[src/rtl/core/dsc_pkg.sv]
// Shared types for the disjoint-set connectivity core: operation codes,
// controller states and the command/status structs between controller and datapath.
// No dependencies.
`timescale 1ns / 1ps
`default_nettype none

package dsc_pkg;

  typedef enum logic [1:0] {
    OP_CONNECT = 2'd0,
    OP_QUERY   = 2'd1,
    OP_CLEAR   = 2'd2
  } op_t;

  typedef enum logic [3:0] {
    S_INIT,
    S_IDLE,
    S_DISPATCH,
    S_SWEEP,
    S_WALK_A,
    S_COMP_A,
    S_START_B,
    S_WALK_B,
    S_COMP_B,
    S_DECIDE,
    S_JOIN_ROOT,
    S_JOIN_LINK,
    S_REPLY
  } state_t;

  // Where the next table read address (and the cursor) comes from.
  typedef enum logic [1:0] {
    SRC_NODE_A,
    SRC_NODE_B,
    SRC_LINK
  } step_src_t;

  // What the table write port stores.
  typedef enum logic [1:0] {
    WR_COMP,
    WR_JOIN_ROOT,
    WR_JOIN_LINK,
    WR_SWEEP
  } wr_src_t;

  typedef struct packed {
    logic      capture;
    logic      rd_en;
    logic      cur_ld;
    step_src_t src;
    logic      root_ld;
    logic      va_ld;
    logic      vb_ld;
    logic      ra_ld;
    logic      wr_en;
    wr_src_t   wr_src;
    logic      sweep_start;
    logic      sweep_step;
    logic      count_clear;
    logic      count_query;
    logic      same_ld;
    logic      out_load;
  } cmd_t;

  typedef struct packed {
    op_t  op;
    logic in_range;
    logic rd_root;
    logic rd_at_root;
    logic a_at_cur;
    logic b_at_cur;
    logic same;
    logic sweep_last;
    logic out_busy;
  } stat_t;

endpackage

`default_nettype wire

[src/rtl/core/dsc_ctrl.sv]
// Controller state machine for the disjoint-set core: sequences find walks,
// path compression, linking, clear sweeps and the reply. Uses dsc_pkg.
`timescale 1ns / 1ps
`default_nettype none

module dsc_ctrl (
  input  logic           clk,
  input  logic           rst,
  input  logic           in_valid,
  output logic           in_ready,
  input  dsc_pkg::stat_t stat,
  output dsc_pkg::cmd_t  cmd
);
  import dsc_pkg::*;

  state_t state;
  state_t state_next;

  always_ff @(posedge clk) begin
    if (rst) begin
      state <= S_INIT;
    end else begin
      state <= state_next;
    end
  end

  always_comb begin
    state_next = state;
    unique case (state)
      S_INIT: begin
        if (stat.sweep_last) state_next = S_IDLE;
      end
      S_IDLE: begin
        if (in_valid) state_next = S_DISPATCH;
      end
      S_DISPATCH: begin
        priority if (stat.op == OP_CLEAR) begin
          state_next = S_SWEEP;
        end else if ((stat.op == OP_CONNECT || stat.op == OP_QUERY) && stat.in_range) begin
          state_next = S_WALK_A;
        end else begin
          state_next = S_REPLY;
        end
      end
      S_SWEEP: begin
        if (stat.sweep_last) state_next = S_REPLY;
      end
      S_WALK_A: begin
        if (stat.rd_root) state_next = stat.a_at_cur ? S_START_B : S_COMP_A;
      end
      S_COMP_A: begin
        if (stat.rd_at_root) state_next = S_START_B;
      end
      S_START_B: state_next = S_WALK_B;
      S_WALK_B: begin
        if (stat.rd_root) state_next = stat.b_at_cur ? S_DECIDE : S_COMP_B;
      end
      S_COMP_B: begin
        if (stat.rd_at_root) state_next = S_DECIDE;
      end
      S_DECIDE: begin
        if (stat.op == OP_CONNECT && !stat.same) state_next = S_JOIN_ROOT;
        else state_next = S_REPLY;
      end
      S_JOIN_ROOT: state_next = S_JOIN_LINK;
      S_JOIN_LINK: state_next = S_REPLY;
      S_REPLY: begin
        if (!stat.out_busy) state_next = S_IDLE;
      end
      default: state_next = S_INIT;
    endcase
  end

  always_comb begin
    cmd      = '0;
    cmd.src  = SRC_LINK;
    in_ready = 1'b0;
    unique case (state)
      S_INIT: begin
        cmd.wr_en      = 1'b1;
        cmd.wr_src     = WR_SWEEP;
        cmd.sweep_step = 1'b1;
      end
      S_IDLE: begin
        in_ready    = 1'b1;
        cmd.capture = in_valid;
      end
      S_DISPATCH: begin
        priority if (stat.op == OP_CLEAR) begin
          cmd.sweep_start = 1'b1;
          cmd.count_clear = 1'b1;
        end else if ((stat.op == OP_CONNECT || stat.op == OP_QUERY) && stat.in_range) begin
          cmd.rd_en  = 1'b1;
          cmd.cur_ld = 1'b1;
          cmd.src    = SRC_NODE_A;
        end else begin
          cmd.rd_en = 1'b0;
        end
      end
      S_SWEEP: begin
        cmd.wr_en      = 1'b1;
        cmd.wr_src     = WR_SWEEP;
        cmd.sweep_step = 1'b1;
      end
      S_WALK_A, S_WALK_B: begin
        if (stat.rd_root) begin
          cmd.root_ld = 1'b1;
          cmd.va_ld   = (state == S_WALK_A);
          cmd.vb_ld   = (state == S_WALK_B);
          // Restart from the start node to compress the path just walked.
          if (state == S_WALK_A && !stat.a_at_cur) begin
            cmd.rd_en  = 1'b1;
            cmd.cur_ld = 1'b1;
            cmd.src    = SRC_NODE_A;
          end
          if (state == S_WALK_B && !stat.b_at_cur) begin
            cmd.rd_en  = 1'b1;
            cmd.cur_ld = 1'b1;
            cmd.src    = SRC_NODE_B;
          end
        end else begin
          cmd.rd_en  = 1'b1;
          cmd.cur_ld = 1'b1;
          cmd.src    = SRC_LINK;
        end
      end
      S_COMP_A, S_COMP_B: begin
        cmd.wr_en  = 1'b1;
        cmd.wr_src = WR_COMP;
        cmd.cur_ld = 1'b1;
        cmd.src    = SRC_LINK;
        cmd.rd_en  = !stat.rd_at_root;
      end
      S_START_B: begin
        cmd.ra_ld  = 1'b1;
        cmd.rd_en  = 1'b1;
        cmd.cur_ld = 1'b1;
        cmd.src    = SRC_NODE_B;
      end
      S_DECIDE: begin
        cmd.same_ld     = 1'b1;
        cmd.count_query = (stat.op == OP_QUERY);
      end
      S_JOIN_ROOT: begin
        cmd.wr_en  = 1'b1;
        cmd.wr_src = WR_JOIN_ROOT;
      end
      S_JOIN_LINK: begin
        cmd.wr_en  = 1'b1;
        cmd.wr_src = WR_JOIN_LINK;
      end
      S_REPLY: begin
        cmd.out_load = !stat.out_busy;
      end
      default: begin
        cmd.rd_en = 1'b0;
      end
    endcase
  end

endmodule

`default_nettype wire

[config.mk]
export PLATFORM = sky130hd
export DESIGN_NAME = dsc_ctrl
export DESIGN_NICKNAME = d
export VERILOG_FILES = /design/src/rtl/core/dsc_pkg.sv /design/src/rtl/core/dsc_ctrl.sv
export SDC_FILE = /design/constraint.sdc
export NUM_CORES = 1
export LEC_CHECK = 0
export BUFFER_PORTS_ARGS = -buffer_cell sky130_fd_sc_hd__buf_2
export CAP_MARGIN = 20
export CORE_ASPECT_RATIO = 1.5
export CORE_UTILIZATION = 28
export CTS_BUF_LIST = sky130_fd_sc_hd__clkbuf_8
export DETAILED_ROUTE_END_ITERATION = 6
export MAX_ROUTING_LAYER = met4
export SYNTH_ARGS = -nofsm -noshare
export SYNTH_HDL_FRONTEND = slang
export SYNTH_SLANG_ARGS = --single-unit
export TNS_END_PERCENT = 10
[constraint.sdc]
create_clock -name clk -period 1.6 [get_ports clk]
set_input_delay 0.32 -clock clk [delete_from_list [all_inputs] [get_ports clk]]
set_output_delay 0.32 -clock clk [all_outputs]
set_load 0.02 [all_outputs]
### After elaboration in Yosys (flattened, before gate mapping)

Cells that the tools add are included.

| storage, ports and cells | value |
|---|---|
| flip-flop bits (word level) | 4 |
| word-level logic and storage cells | 72 |
| bits of input ports | 13 |

| cells by class | value |
|---|---|
| equal/unequal tests | 22 |
| reductions and logical operators | 16 |
| muxes and demuxes | 33 |

Operator list:

| kind | count |
|---|---|
| $mux W4 | 14 |
| $pmux W4 S13 | 1 |
| $pmux W3 S4 | 2 |
| $eq A4 B4 Y1 const B | 5 |
| $eq A4 B3 Y1 const B | 4 |
| $ne A2 B2 Y1 const B | 8 |
| $mux W3 | 4 |
| $mux W1 | 9 |
| $eq A4 B2 Y1 const B | 2 |
| $reduce_and A8 Y1 | 1 |
| $reduce_or A2 Y1 | 3 |
| $logic_not A1 Y1 | 5 |
| $eq A4 B1 Y1 const B | 1 |
| $logic_and A1 B1 Y1 | 4 |
| $logic_not A4 Y1 | 1 |
| $mux W2 | 2 |
| $pmux W1 S4 | 1 |
| $eq A2 B1 Y1 const B | 1 |
| $eq A2 B2 Y1 const B | 1 |
| $logic_not A2 Y1 | 1 |
| $logic_or A1 B1 Y1 | 1 |

### Depth between registers and ports, before layout

Gate-level depths: netlist (run 1).

| depth | value |
|---|---|
| word-level depth | 6 |
| mapped depth | 7 |

### Worst setup path after synthesis (run 1)

Ideal clock, no wire load.

| timing | value |
|---|---|
| path kind | register to output |
| start point | register state[2] |
| end point | output cmd[5] (netlist name) |
| arrival time | 1.790 ns |
| slack | -0.510 ns |
| cell stages (with the launch flop) | 5 |
| required time | 1.280 ns |
| buffers on the path | 3 |
| cell sequence | dfxtp_1 -> clkbuf_1 -> buf_1 -> nor4_1 -> buf_4 |

RTL lines:

| item | line | text |
|---|---|---|
| from (decl) | dsc_ctrl.sv:16 | `state_t state;` |
| from (signal assigned) | dsc_ctrl.sv:23 | `state <= state_next;` |
| to (decl) | dsc_ctrl.sv:12 | `output dsc_pkg::cmd_t cmd` |

==> flow_metrics.py, run 1 <==
metrics = {
    "clock_network": {
        "ctsHoldBuffers": 0,
        "insertion_delay_ns": 0.22,
        "h-tree-depth": 1,
        "tritoncts": "built",
        "cts-root-buf": "sky130_fd_sc_hd__clkbuf_8",
        "numCtsBuffers": 3,
        "cts.clk_slew.worst_paths_ns": 0.04,
        "sink_count_of_the_clock_tree": 4,
        "clockBufferDepth": 2,
    },
    "grt": {
        "grt_pass1_vias": 940,
        "track_usage_pct": 20.8,
        "grt_overflow_total": 0,
        "maximum_number_of_pins_on_one_net_before_global_route_repair": 14,
        "grt_first_pass_wirelength_um": 4090,
        "initial_antenna_violation_count": 0,
    },
    "worst_setup_path": {
        "timing.critical_path.required_ns": 1.28,
        "worst-endpoint-arrival_ns": 1.52,
        "crit_slowest_cell": "sky130_fd_sc_hd__or3_4",
        "timing.critical_path.cells": "buf_6 > nand2b_4 > or3_4 > a21oi_4 > or3_4 > buf_6",
        "slowest_delay_ns": 0.37,
        "reg2reg_setup_slack_ns": -0.16,
        "category_of_the_worst_setup_path_launch_point": "flip-flop",
        "regToRegStartpoint": "state[0]$_SDFFE_PP0P_",
        "rr_worst_depth": 6,
        "element_type_at_the_critical_path_end": "output port",
        "regToRegEndpoint": "state[2]$_SDFFE_PP0P_",
        "path_class": "reg2out",
        "worst_path_max_fanout": 5,
    },
    "yosys": {
        "synth_nets": 116,
        "yosysTopAreaCell": "sky130_fd_sc_hd__dfxtp_1",
        "post-synth-top-count-cell": "sky130_fd_sc_hd__nor2_1",
        "synth_cells": 103,
        "dominantRegCellSynth": "sky130_fd_sc_hd__dfxtp_1",
        "flip_flop_and_latch_count_after_synthesis": 4,
        "synth.top_cell.area_share_pct": 12.1,
        "number_of_flops_mapped_to_enable_cells_by_yosys": 0,
        "synth_warnings": 0,
        "synth_cell_type_count": 41,
        "post_synth.cell_area_avg_um2": 6.41,
        "post_synth_instance_area_um2": 661,
        "post_synth_main_area_contributors": "sky130_fd_sc_hd__dfxtp_1 12%, sky130_fd_sc_hd__nor2_1 8.0%, sky130_fd_sc_hd__a21oi_1 7.6%",
        "commonest_cells_post_synth": "14 x sky130_fd_sc_hd__nor2_1, 10 x sky130_fd_sc_hd__a21oi_1, 9 x sky130_fd_sc_hd__nand2_1, 6 x sky130_fd_sc_hd__nor3_1",
        "synth_sequential_area_ratio_pct": 12.1,
        "synth-async-reset-ratio_pct": 0,
    },
    "sta": {
        "final.setup.worst_slack_ns": -0.241,
        "fin_hold_ws_ns": 0.316,
        "drv_slew": 0,
        "setup-violations-final": 19,
        "final_hold_viol_count": 0,
        "grt_setup_unrepaired": "yes",
        "slew_headroom_pct": 72.8,
        "tightest_slew_ns": 0.405,
        "finClkSkew_ns": 0.00492,
        "finalSetupTns_ns": -1.81,
        "fmax_ghz": 0.543,
        "finalCriticalPeriod_ns": 1.84,
        "timing.final.crit_share_pct": 115,
    },
    "final_layout": {
        "drive_above_1_share_pct": 63.2,
        "largest_register_ffs": 4,
        "top_register": "state",
        "design.final.nets": 178,
        "final_core_utilization_pct": 59.6,
        "area_growth_syn_to_layout_pct": 102,
        "top_regs": "state (4)",
        "fillerInstances": 192,
        "n_antenna_cell": 0,
    },
    "place": {
        "place.detailed.hpwl_um": 1930,
        "routabilityCongestion": 0.887,
        "io_buffers": 31,
        "place_worst_setup_slack_ns": -0.133,
    },
    "route": {
        "vias": 1046,
        "via_per_inst": 5.62,
        "detail_route.wirelength_um": 2620,
        "routedWlPerCell_um": 14.1,
        "drc_errors": 0,
        "ant_nets": 0,
        "first_pass_iters": 4,
        "first_iter_violations": 22,
    },
    "flow_run": {
        "drv.max_cap_violation_count": 0,
    },
    "power": {
        "total_power_w": 0.00285,
        "vdd_drop_max_v": 0.00135,
        "power-per-cell-area_nw_per_um2": 2140,
        "total_leakage_power_nw": 0.585,
    },
    "outcome": {
        "run_status": "finished, violations left",
        "violations": "negative setup slack",
    },
    "hold_path": {
        "worst_hold_path_type": "in2reg",
        "whs_endpoint": "state[2]$_SDFFE_PP0P_",
        "hp-start": "rst",
        "hold-path-cell-count": 2,
    },
    "floorplan": {
        "start_util_pct": 29.6,
        "standard_cell_row_count": 21,
        "core_region_area_um2": 2230,
        "die_height_um": 61.5,
        "fp.dieW_um": 41.7,
        "die_area_um2": 2560,
        "io_pins": 32,
    },
}
-- metrics by stage --
stage | cells | cell area, um^2
after floorplan | 103 | 751
after detailed placement | 180 | 1120
final | 186 | 1330
after global placement | 180 | 1120
after CTS | 186 | 1280
after global routing | 186 | 1330
-- area by class of cell --
type	instances	area [um^2]	area share (%)
Multi-Input combinational cell	85	664	49.9
Timing Repair Buffer	65	478	35.9
Sequential cell	4	92.6	6.95
Clock buffer	3	41.3	3.10
Tap cell	23	28.8	2.16
Inverter	6	26.3	1.97
-- metal layers --
layer	vias up	part of all wire, %	GRT usage, %	wire (um)
met5	-	0	-	0
li1	498	-	-	-
met1	506	38	22.9	987
met4	0	3.8	8.76	99
met2	34	55	38.2	1430
met3	8	3.6	2.35	95
-- logic make-up after synthesis --
| group | synth area share (%) |
|---|---|
| AND/OR/NAND/NOR | 43.4 |
| AO/OA/AOI/OAI | 29.9 |
| buffers and inverters | 9.09 |
| flip-flops | 12.1 |
| XOR/XNOR | 2.46 |
| multiplexers | 1.52 |
| adder cells (fa/ha/maj) | 1.52 |
-- placed cells by master (no fill, tap or decap), types with 2 or more instances in the layout --
cell,count
sky130_fd_sc_hd__o21ai_0,2
sky130_fd_sc_hd__a21oi_2,2
sky130_fd_sc_hd__clkbuf_8,3
sky130_fd_sc_hd__nand2b_4,2
sky130_fd_sc_hd__nor3_2,3
sky130_fd_sc_hd__inv_1,4
sky130_fd_sc_hd__o32ai_1,2
sky130_fd_sc_hd__o21ai_1,2
sky130_fd_sc_hd__nor2_2,3
sky130_fd_sc_hd__nand3_1,2
sky130_fd_sc_hd__buf_4,41
sky130_fd_sc_hd__nand2b_1,3
sky130_fd_sc_hd__or3_4,2
sky130_fd_sc_hd__dfxtp_4,3
sky130_fd_sc_hd__nor3_1,3
sky130_fd_sc_hd__or3_1,2
sky130_fd_sc_hd__nand2_2,2
sky130_fd_sc_hd__nand2_1,6
sky130_fd_sc_hd__buf_2,18
sky130_fd_sc_hd__nor2_1,11
sky130_fd_sc_hd__buf_6,4
sky130_fd_sc_hd__a21oi_1,7
-- worst max-delay path: cells and delay by family (launching register included) --
kind / cells / cell delay, ns
and+or+nand+nor: 3 / 0.55
DFF: 1 / 0.36
AOI/OAI and AO/OA: 1 / 0.16
buffers and inverters: 2 / 0.23
-- power breakdown --
| part | switching, W | total (W) | leakage (nW) | internal [W] |
|---|---|---|---|---|
| registers | 0.0000985 | 0.000266 | 0.0353 | 0.000167 |
| clock network | 0.0000534 | 0.000214 | 0.0216 | 0.000161 |
| logic | 0.00120 | 0.00237 | 0.528 | 0.00117 |
| total | 0.00136 | 0.00285 | 0.585 | 0.00149 |
-- worst max-delay path by stage --
| stage | start | endpoint | slack [ns] | cells after the start |
|---|---|---|---|---|
| global route | state[1]$_SDFFE_PP0P_ | cmd[16] | -0.30 | 6 |
| global placement | state[0]$_SDFFE_PP0P_ | cmd[16] | -0.16 | 6 |
| finish | state[1]$_SDFFE_PP0P_ | cmd[16] | -0.24 | 6 |
| floorplan | state[0]$_SDFFE_PP0P_ | cmd[16] | -0.05 | 6 |
| detailed placement | stat[9] | cmd[16] | -0.13 | 6 |
| CTS | state[1]$_SDFFE_PP0P_ | cmd[16] | -0.22 | 7 |
-- timing repair --
| item | 4_1_cts | 5_1_grt |
|---|---|---|
| endpoints found under the setup margin | 22 | 21 |
| resized for setup | 32 | 11 |
| cloned | 0 | 0 |
| setup buffers | 3 | 0 |
| pin swaps | 7 | 3 |
No activity file was read; power rests on OpenSTA's default activity.
==> run 2: changes to the inputs <==
- RECOVER_POWER: unset -> 50
==> run 2 against run 1 <==
The flow still finishes with violations (negative setup slack). Non-clock buffer count stayed put. Sequential share of layout area is the same. First-iteration DRC count unchanged. Register-to-register slack hardly changed. Largest cell class unchanged.
==> flow_metrics.py, run 2 (synthesis results as in run 1) <==
metrics = {
    "outcome": {
        "run_status": "finished, violations left",
        "violations": "negative setup slack",
    },
    "route": {
        "first_pass_iters": 4,
        "drc_errors": 0,
        "first_iter_violations": 22,
        "vias": 1046,
        "detail_route.wirelength_um": 2620,
        "routedWlPerCell_um": 14.1,
        "ant_nets": 0,
        "via_per_inst": 5.62,
    },
    "grt": {
        "grt_pass1_vias": 940,
        "grt_overflow_total": 0,
        "track_usage_pct": 20.8,
        "maximum_number_of_pins_on_one_net_before_global_route_repair": 14,
        "grt_first_pass_wirelength_um": 4090,
        "initial_antenna_violation_count": 0,
    },
    "final_layout": {
        "design.final.nets": 178,
        "multi_input_comb_area_um2": 664,
        "layoutNonFillerInstCount": 186,
        "top_regs": "state (4)",
        "mostFrequentLayoutCell": "sky130_fd_sc_hd__buf_4",
        "largest_register_ffs": 4,
        "n_antenna_cell": 0,
        "cell_area_after_layout_um2": 1330,
        "most_used_cells_in_the_layout_excluding_fill_and_tap_cells": "41 x sky130_fd_sc_hd__buf_4, 17 x sky130_fd_sc_hd__buf_2, 11 x sky130_fd_sc_hd__nor2_1",
        "fillerInstances": 192,
        "top_register": "state",
        "drive_above_1_share_pct": 63.2,
        "area_growth_syn_to_layout_pct": 102,
        "area.sequential_um2": 92.6,
    },
    "worst_setup_path": {
        "crit_slowest_cell": "sky130_fd_sc_hd__or3_4",
        "regToRegStartpoint": "state[0]$_SDFFE_PP0P_",
        "cpLargestDelayFamily": "simple AND/OR/NAND/NOR gates",
        "timing.critical_path.required_ns": 1.28,
        "startpoint": "state[1]$_SDFFE_PP0P_",
        "slowest_delay_ns": 0.37,
        "timing.critical_path.cells": "buf_6 > nand2b_4 > or3_4 > a21oi_4 > or3_4 > buf_6",
        "cp_num_buf_inv": 2,
        "path_class": "reg2out",
        "category_of_the_worst_setup_path_launch_point": "flip-flop",
        "element_type_at_the_critical_path_end": "output port",
        "worst_path_max_fanout": 5,
        "worst-endpoint-arrival_ns": 1.52,
    },
    "power": {
        "power.net_switching_w": 0.00136,
        "p_sw_share_pct": 47.6,
        "vdd_drop_max_v": 0.00135,
        "power_frac_clock_pct": 7.5,
        "total_power_w": 0.00285,
        "total_leakage_power_nw": 0.584,
        "power.combinational.fraction_pct": 83.2,
        "power-per-cell-area_nw_per_um2": 2140,
        "seqPwrFrac_pct": 9.3,
        "cell_internal_pwr_w": 0.00149,
    },
    "sta": {
        "drv_slew": 0,
        "finalCriticalPeriod_ns": 1.84,
        "finClkSkew_ns": 0.00492,
        "grt_setup_unrepaired": "yes",
        "slew_headroom_pct": 72.8,
        "final_hold_viol_count": 0,
        "final.setup.worst_slack_ns": -0.241,
        "fmax_ghz": 0.543,
        "setup-violations-final": 19,
        "timing.final.crit_share_pct": 115,
        "tightest_slew_ns": 0.405,
    },
    "floorplan": {
        "standard_cell_row_count": 21,
        "io_pins": 32,
        "die_area_um2": 2560,
        "die_height_um": 61.5,
        "core_region_area_um2": 2230,
        "start_util_pct": 29.6,
        "fp.dieW_um": 41.7,
    },
    "clock_network": {
        "ctsHoldBuffers": 0,
        "insertion_delay_ns": 0.22,
        "cts-root-buf": "sky130_fd_sc_hd__clkbuf_8",
        "tritoncts": "built",
        "cts.clk_slew.worst_paths_ns": 0.04,
        "clockBufferDepth": 2,
        "numCtsBuffers": 3,
        "sink_count_of_the_clock_tree": 4,
        "h-tree-depth": 1,
    },
    "place": {
        "io_buffers": 31,
        "place_worst_setup_slack_ns": -0.133,
        "postPlaceCellArea_um2": 1120,
        "routabilityCongestion": 0.887,
        "dpl.cell_count": 180,
        "place.detailed.hpwl_um": 1930,
    },
    "flow_run": {
        "drv.max_cap_violation_count": 0,
    },
    "hold_path": {
        "worst_hold_path_type": "in2reg",
        "hp-start": "rst",
    },
}
## run 2: cell count changes in the layout (fill, tap and decap cells not counted), sizes merged
cell	previous run	this run
buf	65	64
clkbuf	3	4
## run 2: timing repair
action | 4_1_cts | 5_1_grt
buffers inserted | 3 | 0
pin swaps | 7 | 3
resized for setup | 32 | 11
setup endpoints to repair | 22 | 21
## run 2: power by group through the flow
| stage | logic (W) | registers [W] | clock network (W) |
|---|---|---|---|
| 3_3_place_gp | 0.00195 | 0.000226 | 0 |
| 2_1_floorplan | 0.00130 | 0.000177 | 0 |
| 4_1_cts | 0.00224 | 0.000249 | 0.000211 |
| 5_1_grt | 0.00254 | 0.000271 | 0.000224 |
| 3_5_place_dp | 0.00196 | 0.000231 | 0 |
| 6_report | 0.00237 | 0.000266 | 0.000214 |
## run 2: area by class of cell
class,instances,area share (%)
Sequential cell,4,6.95
Clock buffer,3,3.10
Timing Repair Buffer,65,35.9
Inverter,6,1.97
Multi-Input combinational cell,85,49.9
Tap cell,23,2.16
## run 2: final timing paths
kind	endpoint	slack [ns]	cells after the start
hold reg to reg	state[1]$_SDFFE_PP0P_	0.71	3
hold / removal	state[2]$_SDFFE_PP0P_	0.32	2
setup reg to reg	state[2]$_SDFFE_PP0P_	-0.16	6
setup / recovery	cmd[16]	-0.24	6
## run 2: metrics by stage
step | hold slack (ns) | TNS (ns) | utilization (%)
6_report | 0.316 | -1.81 | 59.6
3_3_place_gp | 0.541 | -0.761 | 50.0
2_1_floorplan | 0.392 | -0.286 | -
3_5_place_dp | 0.545 | -1.02 | 50.0
4_1_cts | 0.314 | -1.72 | 57.4
5_1_grt | 0.324 | -2.96 | 59.6
## run 2: metal layers
| layer | GRT usage (%) | up-vias | wire length [um] |
|---|---|---|---|
| li1 | - | 498 | - |
| met4 | 8.76 | 0 | 99 |
| met5 | - | - | 0 |
| met1 | 22.9 | 506 | 987 |
| met2 | 38.2 | 34 | 1430 |
| met3 | 2.35 | 8 | 95 |
## run 2: worst reg2reg max path, cell delays in order, from the launching register on
cell	delay [ns]
sky130_fd_sc_hd__dfxtp_4	0.39
sky130_fd_sc_hd__buf_12	0.13
sky130_fd_sc_hd__or4bb_1	0.47
sky130_fd_sc_hd__o32ai_1	0.19
sky130_fd_sc_hd__or4_4	0.23
sky130_fd_sc_hd__mux2i_1	0.19
sky130_fd_sc_hd__nor2_1	0.05
==> run 3: changes to the inputs <==
- CORE_ASPECT_RATIO: 1.5 -> unset
- SKIP_CTS_REPAIR_TIMING: unset -> 1
==> run 3 against run 2 <==
Non-clock buffer count rose by 4. Flip-flop and latch count did not move. Count of clock-buffer cells in the layout did not move. Combinational power rose by 8%. Total power rose by 5.5%. Final area rose by 5.6%. Via count fell by 1.2%. Critical endpoint unchanged. Global-route usage rose by 1.2 points. Utilization rose by 4.0 points. The run still ends with negative setup slack left. Worst hold slack improved by 0.0047 ns. Clock skew fell by 0.0048 ns. Worst setup slack got worse by 0.014 ns.
==> flow_metrics.py, run 3 (synthesis results as in run 1) <==
metrics = {
    "route": {
        "via_per_inst": 5.30,
        "top_signal_layer_used": "met4",
        "first_pass_iters": 6,
        "met3_wirelength_um": 126,
        "routedWlPerCell_um": 13.9,
        "wirelength_met1_um": 1150,
        "vias": 1033,
        "ant_nets": 0,
        "drc_errors": 0,
        "met2_wirelength_um": 1410,
        "first_iter_violations": 16,
        "detail_route.wirelength_um": 2710,
    },
    "sta": {
        "setup-violations-final": 21,
        "drv_slew": 0,
        "final_hold_viol_count": 0,
        "tightest_slew_ns": 0.389,
        "fmax_ghz": 0.539,
        "grt_setup_unrepaired": "yes",
        "timing.final.crit_share_pct": 116,
        "finalSetupTns_ns": -2.50,
        "finalCriticalPeriod_ns": 1.86,
        "final.setup.worst_slack_ns": -0.255,
        "fin_hold_ws_ns": 0.321,
        "slew_headroom_pct": 73.8,
        "finClkSkew_ns": 0.000107,
    },
    "final_layout": {
        "fillerInstances": 201,
        "layoutNonFillerInstCount": 195,
        "largest_register_ffs": 4,
        "top_register": "state",
        "top_regs": "state (4)",
        "drive_above_1_share_pct": 64.7,
        "area_growth_syn_to_layout_pct": 113,
        "most_used_cells_in_the_layout_excluding_fill_and_tap_cells": "43 x sky130_fd_sc_hd__buf_4, 14 x sky130_fd_sc_hd__buf_2, 10 x sky130_fd_sc_hd__nor2_1, 10 x sky130_fd_sc_hd__buf_6",
        "mostFrequentLayoutCell": "sky130_fd_sc_hd__buf_4",
        "design.final.nets": 182,
        "n_antenna_cell": 0,
        "multi_input_comb_area_um2": 661,
        "area.sequential_um2": 92.6,
    },
    "power": {
        "power.net_switching_w": 0.00139,
        "power_frac_clock_pct": 7.0,
        "seqPwrFrac_pct": 8.2,
        "p_sw_share_pct": 46.2,
        "power.combinational.fraction_pct": 84.8,
        "vdd_drop_max_v": 0.00116,
        "cell_internal_pwr_w": 0.00162,
        "total_leakage_power_nw": 0.623,
        "power-per-cell-area_nw_per_um2": 2140,
        "total_power_w": 0.00301,
    },
    "worst_setup_path": {
        "startpoint": "state[0]$_SDFFE_PP0P_",
        "reg2reg_setup_slack_ns": -0.19,
        "regToRegEndpoint": "state[1]$_SDFFE_PP0P_",
        "regToRegStartpoint": "state[0]$_SDFFE_PP0P_",
        "category_of_the_worst_setup_path_launch_point": "flip-flop",
        "element_type_at_the_critical_path_end": "output port",
        "rr_worst_depth": 5,
        "timing.critical_path.required_ns": 1.28,
        "worst-endpoint-arrival_ns": 1.54,
        "worst_path_max_fanout": 7,
        "endpoint": "cmd[16]",
        "path_class": "reg2out",
    },
    "floorplan": {
        "start_util_pct": 29.9,
        "die_height_um": 50.6,
        "core_region_area_um2": 2210,
        "fp.dieW_um": 50.6,
        "io_pins": 32,
        "die_area_um2": 2560,
        "standard_cell_row_count": 17,
    },
    "clock_network": {
        "cts.clk_slew.worst_paths_ns": 0.03,
        "clockBufferDepth": 2,
        "h-tree-depth": 1,
        "cts-root-buf": "sky130_fd_sc_hd__clkbuf_8",
        "sink_count_of_the_clock_tree": 4,
        "insertion_delay_ns": 0.22,
        "tritoncts": "built",
        "numCtsBuffers": 3,
    },
    "grt": {
        "grt_pass1_vias": 938,
        "maximum_number_of_pins_on_one_net_before_global_route_repair": 15,
        "grt_overflow_total": 0,
        "grt_first_pass_wirelength_um": 4170,
        "initial_antenna_violation_count": 0,
        "track_usage_pct": 22.0,
    },
    "place": {
        "routabilityCongestion": 0.870,
        "place_worst_setup_slack_ns": -0.156,
        "io_buffers": 31,
        "place.detailed.hpwl_um": 2050,
        "dpl.cell_count": 187,
    },
    "flow_run": {
        "drv.max_cap_violation_count": 0,
    },
    "outcome": {
        "run_status": "finished, violations left",
        "violations": "negative setup slack",
    },
    "hold_path": {
        "worst_hold_path_type": "in2reg",
    },
}
## run 3: power groups by stage
stage	clock (W)	combinational [W]	sequential [W]
2_1_floorplan	0	0.00130	0.000177
3_3_place_gp	0	0.00207	0.000219
3_5_place_dp	0	0.00209	0.000226
4_1_cts	0.000218	0.00210	0.000224
5_1_grt	0.000231	0.00273	0.000255
6_report	0.000211	0.00255	0.000246
## run 3: how the worst min path moves through the flow
stage	slack [ns]	cells past startpoint	endpoint	start
floorplan	0.39	1	state[2]$_SDFFE_PP0P_	rst
global placement	0.54	2	state[2]$_SDFFE_PP0P_	rst
detailed placement	0.55	2	state[2]$_SDFFE_PP0P_	rst
CTS	0.32	2	state[2]$_SDFFE_PP0P_	rst
global route	0.33	2	state[2]$_SDFFE_PP0P_	rst
finish	0.32	2	state[2]$_SDFFE_PP0P_	rst
## run 3: final cells by class
| type | count | area share [%] |
|---|---|---|
| inverters | 6 | 1.87 |
| flip-flops and latches | 4 | 6.58 |
| repair buffers | 69 | 39.1 |
| well taps | 28 | 2.49 |
| multi-input cells | 85 | 47.0 |
| clock buffers | 3 | 2.94 |
## run 3: through the flow
| stage | instance area [um^2] | util (%) |
|---|---|---|
| 3_3_place_gp | 1150 | 52.0 |
| 6_report | 1410 | 63.6 |
| 4_1_cts | 1190 | 53.8 |
| 3_5_place_dp | 1150 | 52.0 |
| 5_1_grt | 1410 | 63.6 |
| 2_1_floorplan | 751 | - |
## run 3: critical path, stage by stage, from the launching register on
cell and delay (ns):
sky130_fd_sc_hd__dfxtp_4 0.36, sky130_fd_sc_hd__buf_4 0.16, sky130_fd_sc_hd__buf_4 0.14, sky130_fd_sc_hd__nor4_4 0.36
sky130_fd_sc_hd__or3_4 0.19, sky130_fd_sc_hd__buf_6 0.10
## run 3: metal layers
metal | up-vias | track usage [%]
met5 | - | -
met4 | 0 | 10.2
met3 | 3 | 2.73
met2 | 35 | 36.2
met1 | 485 | 26.5
li1 | 510 | -
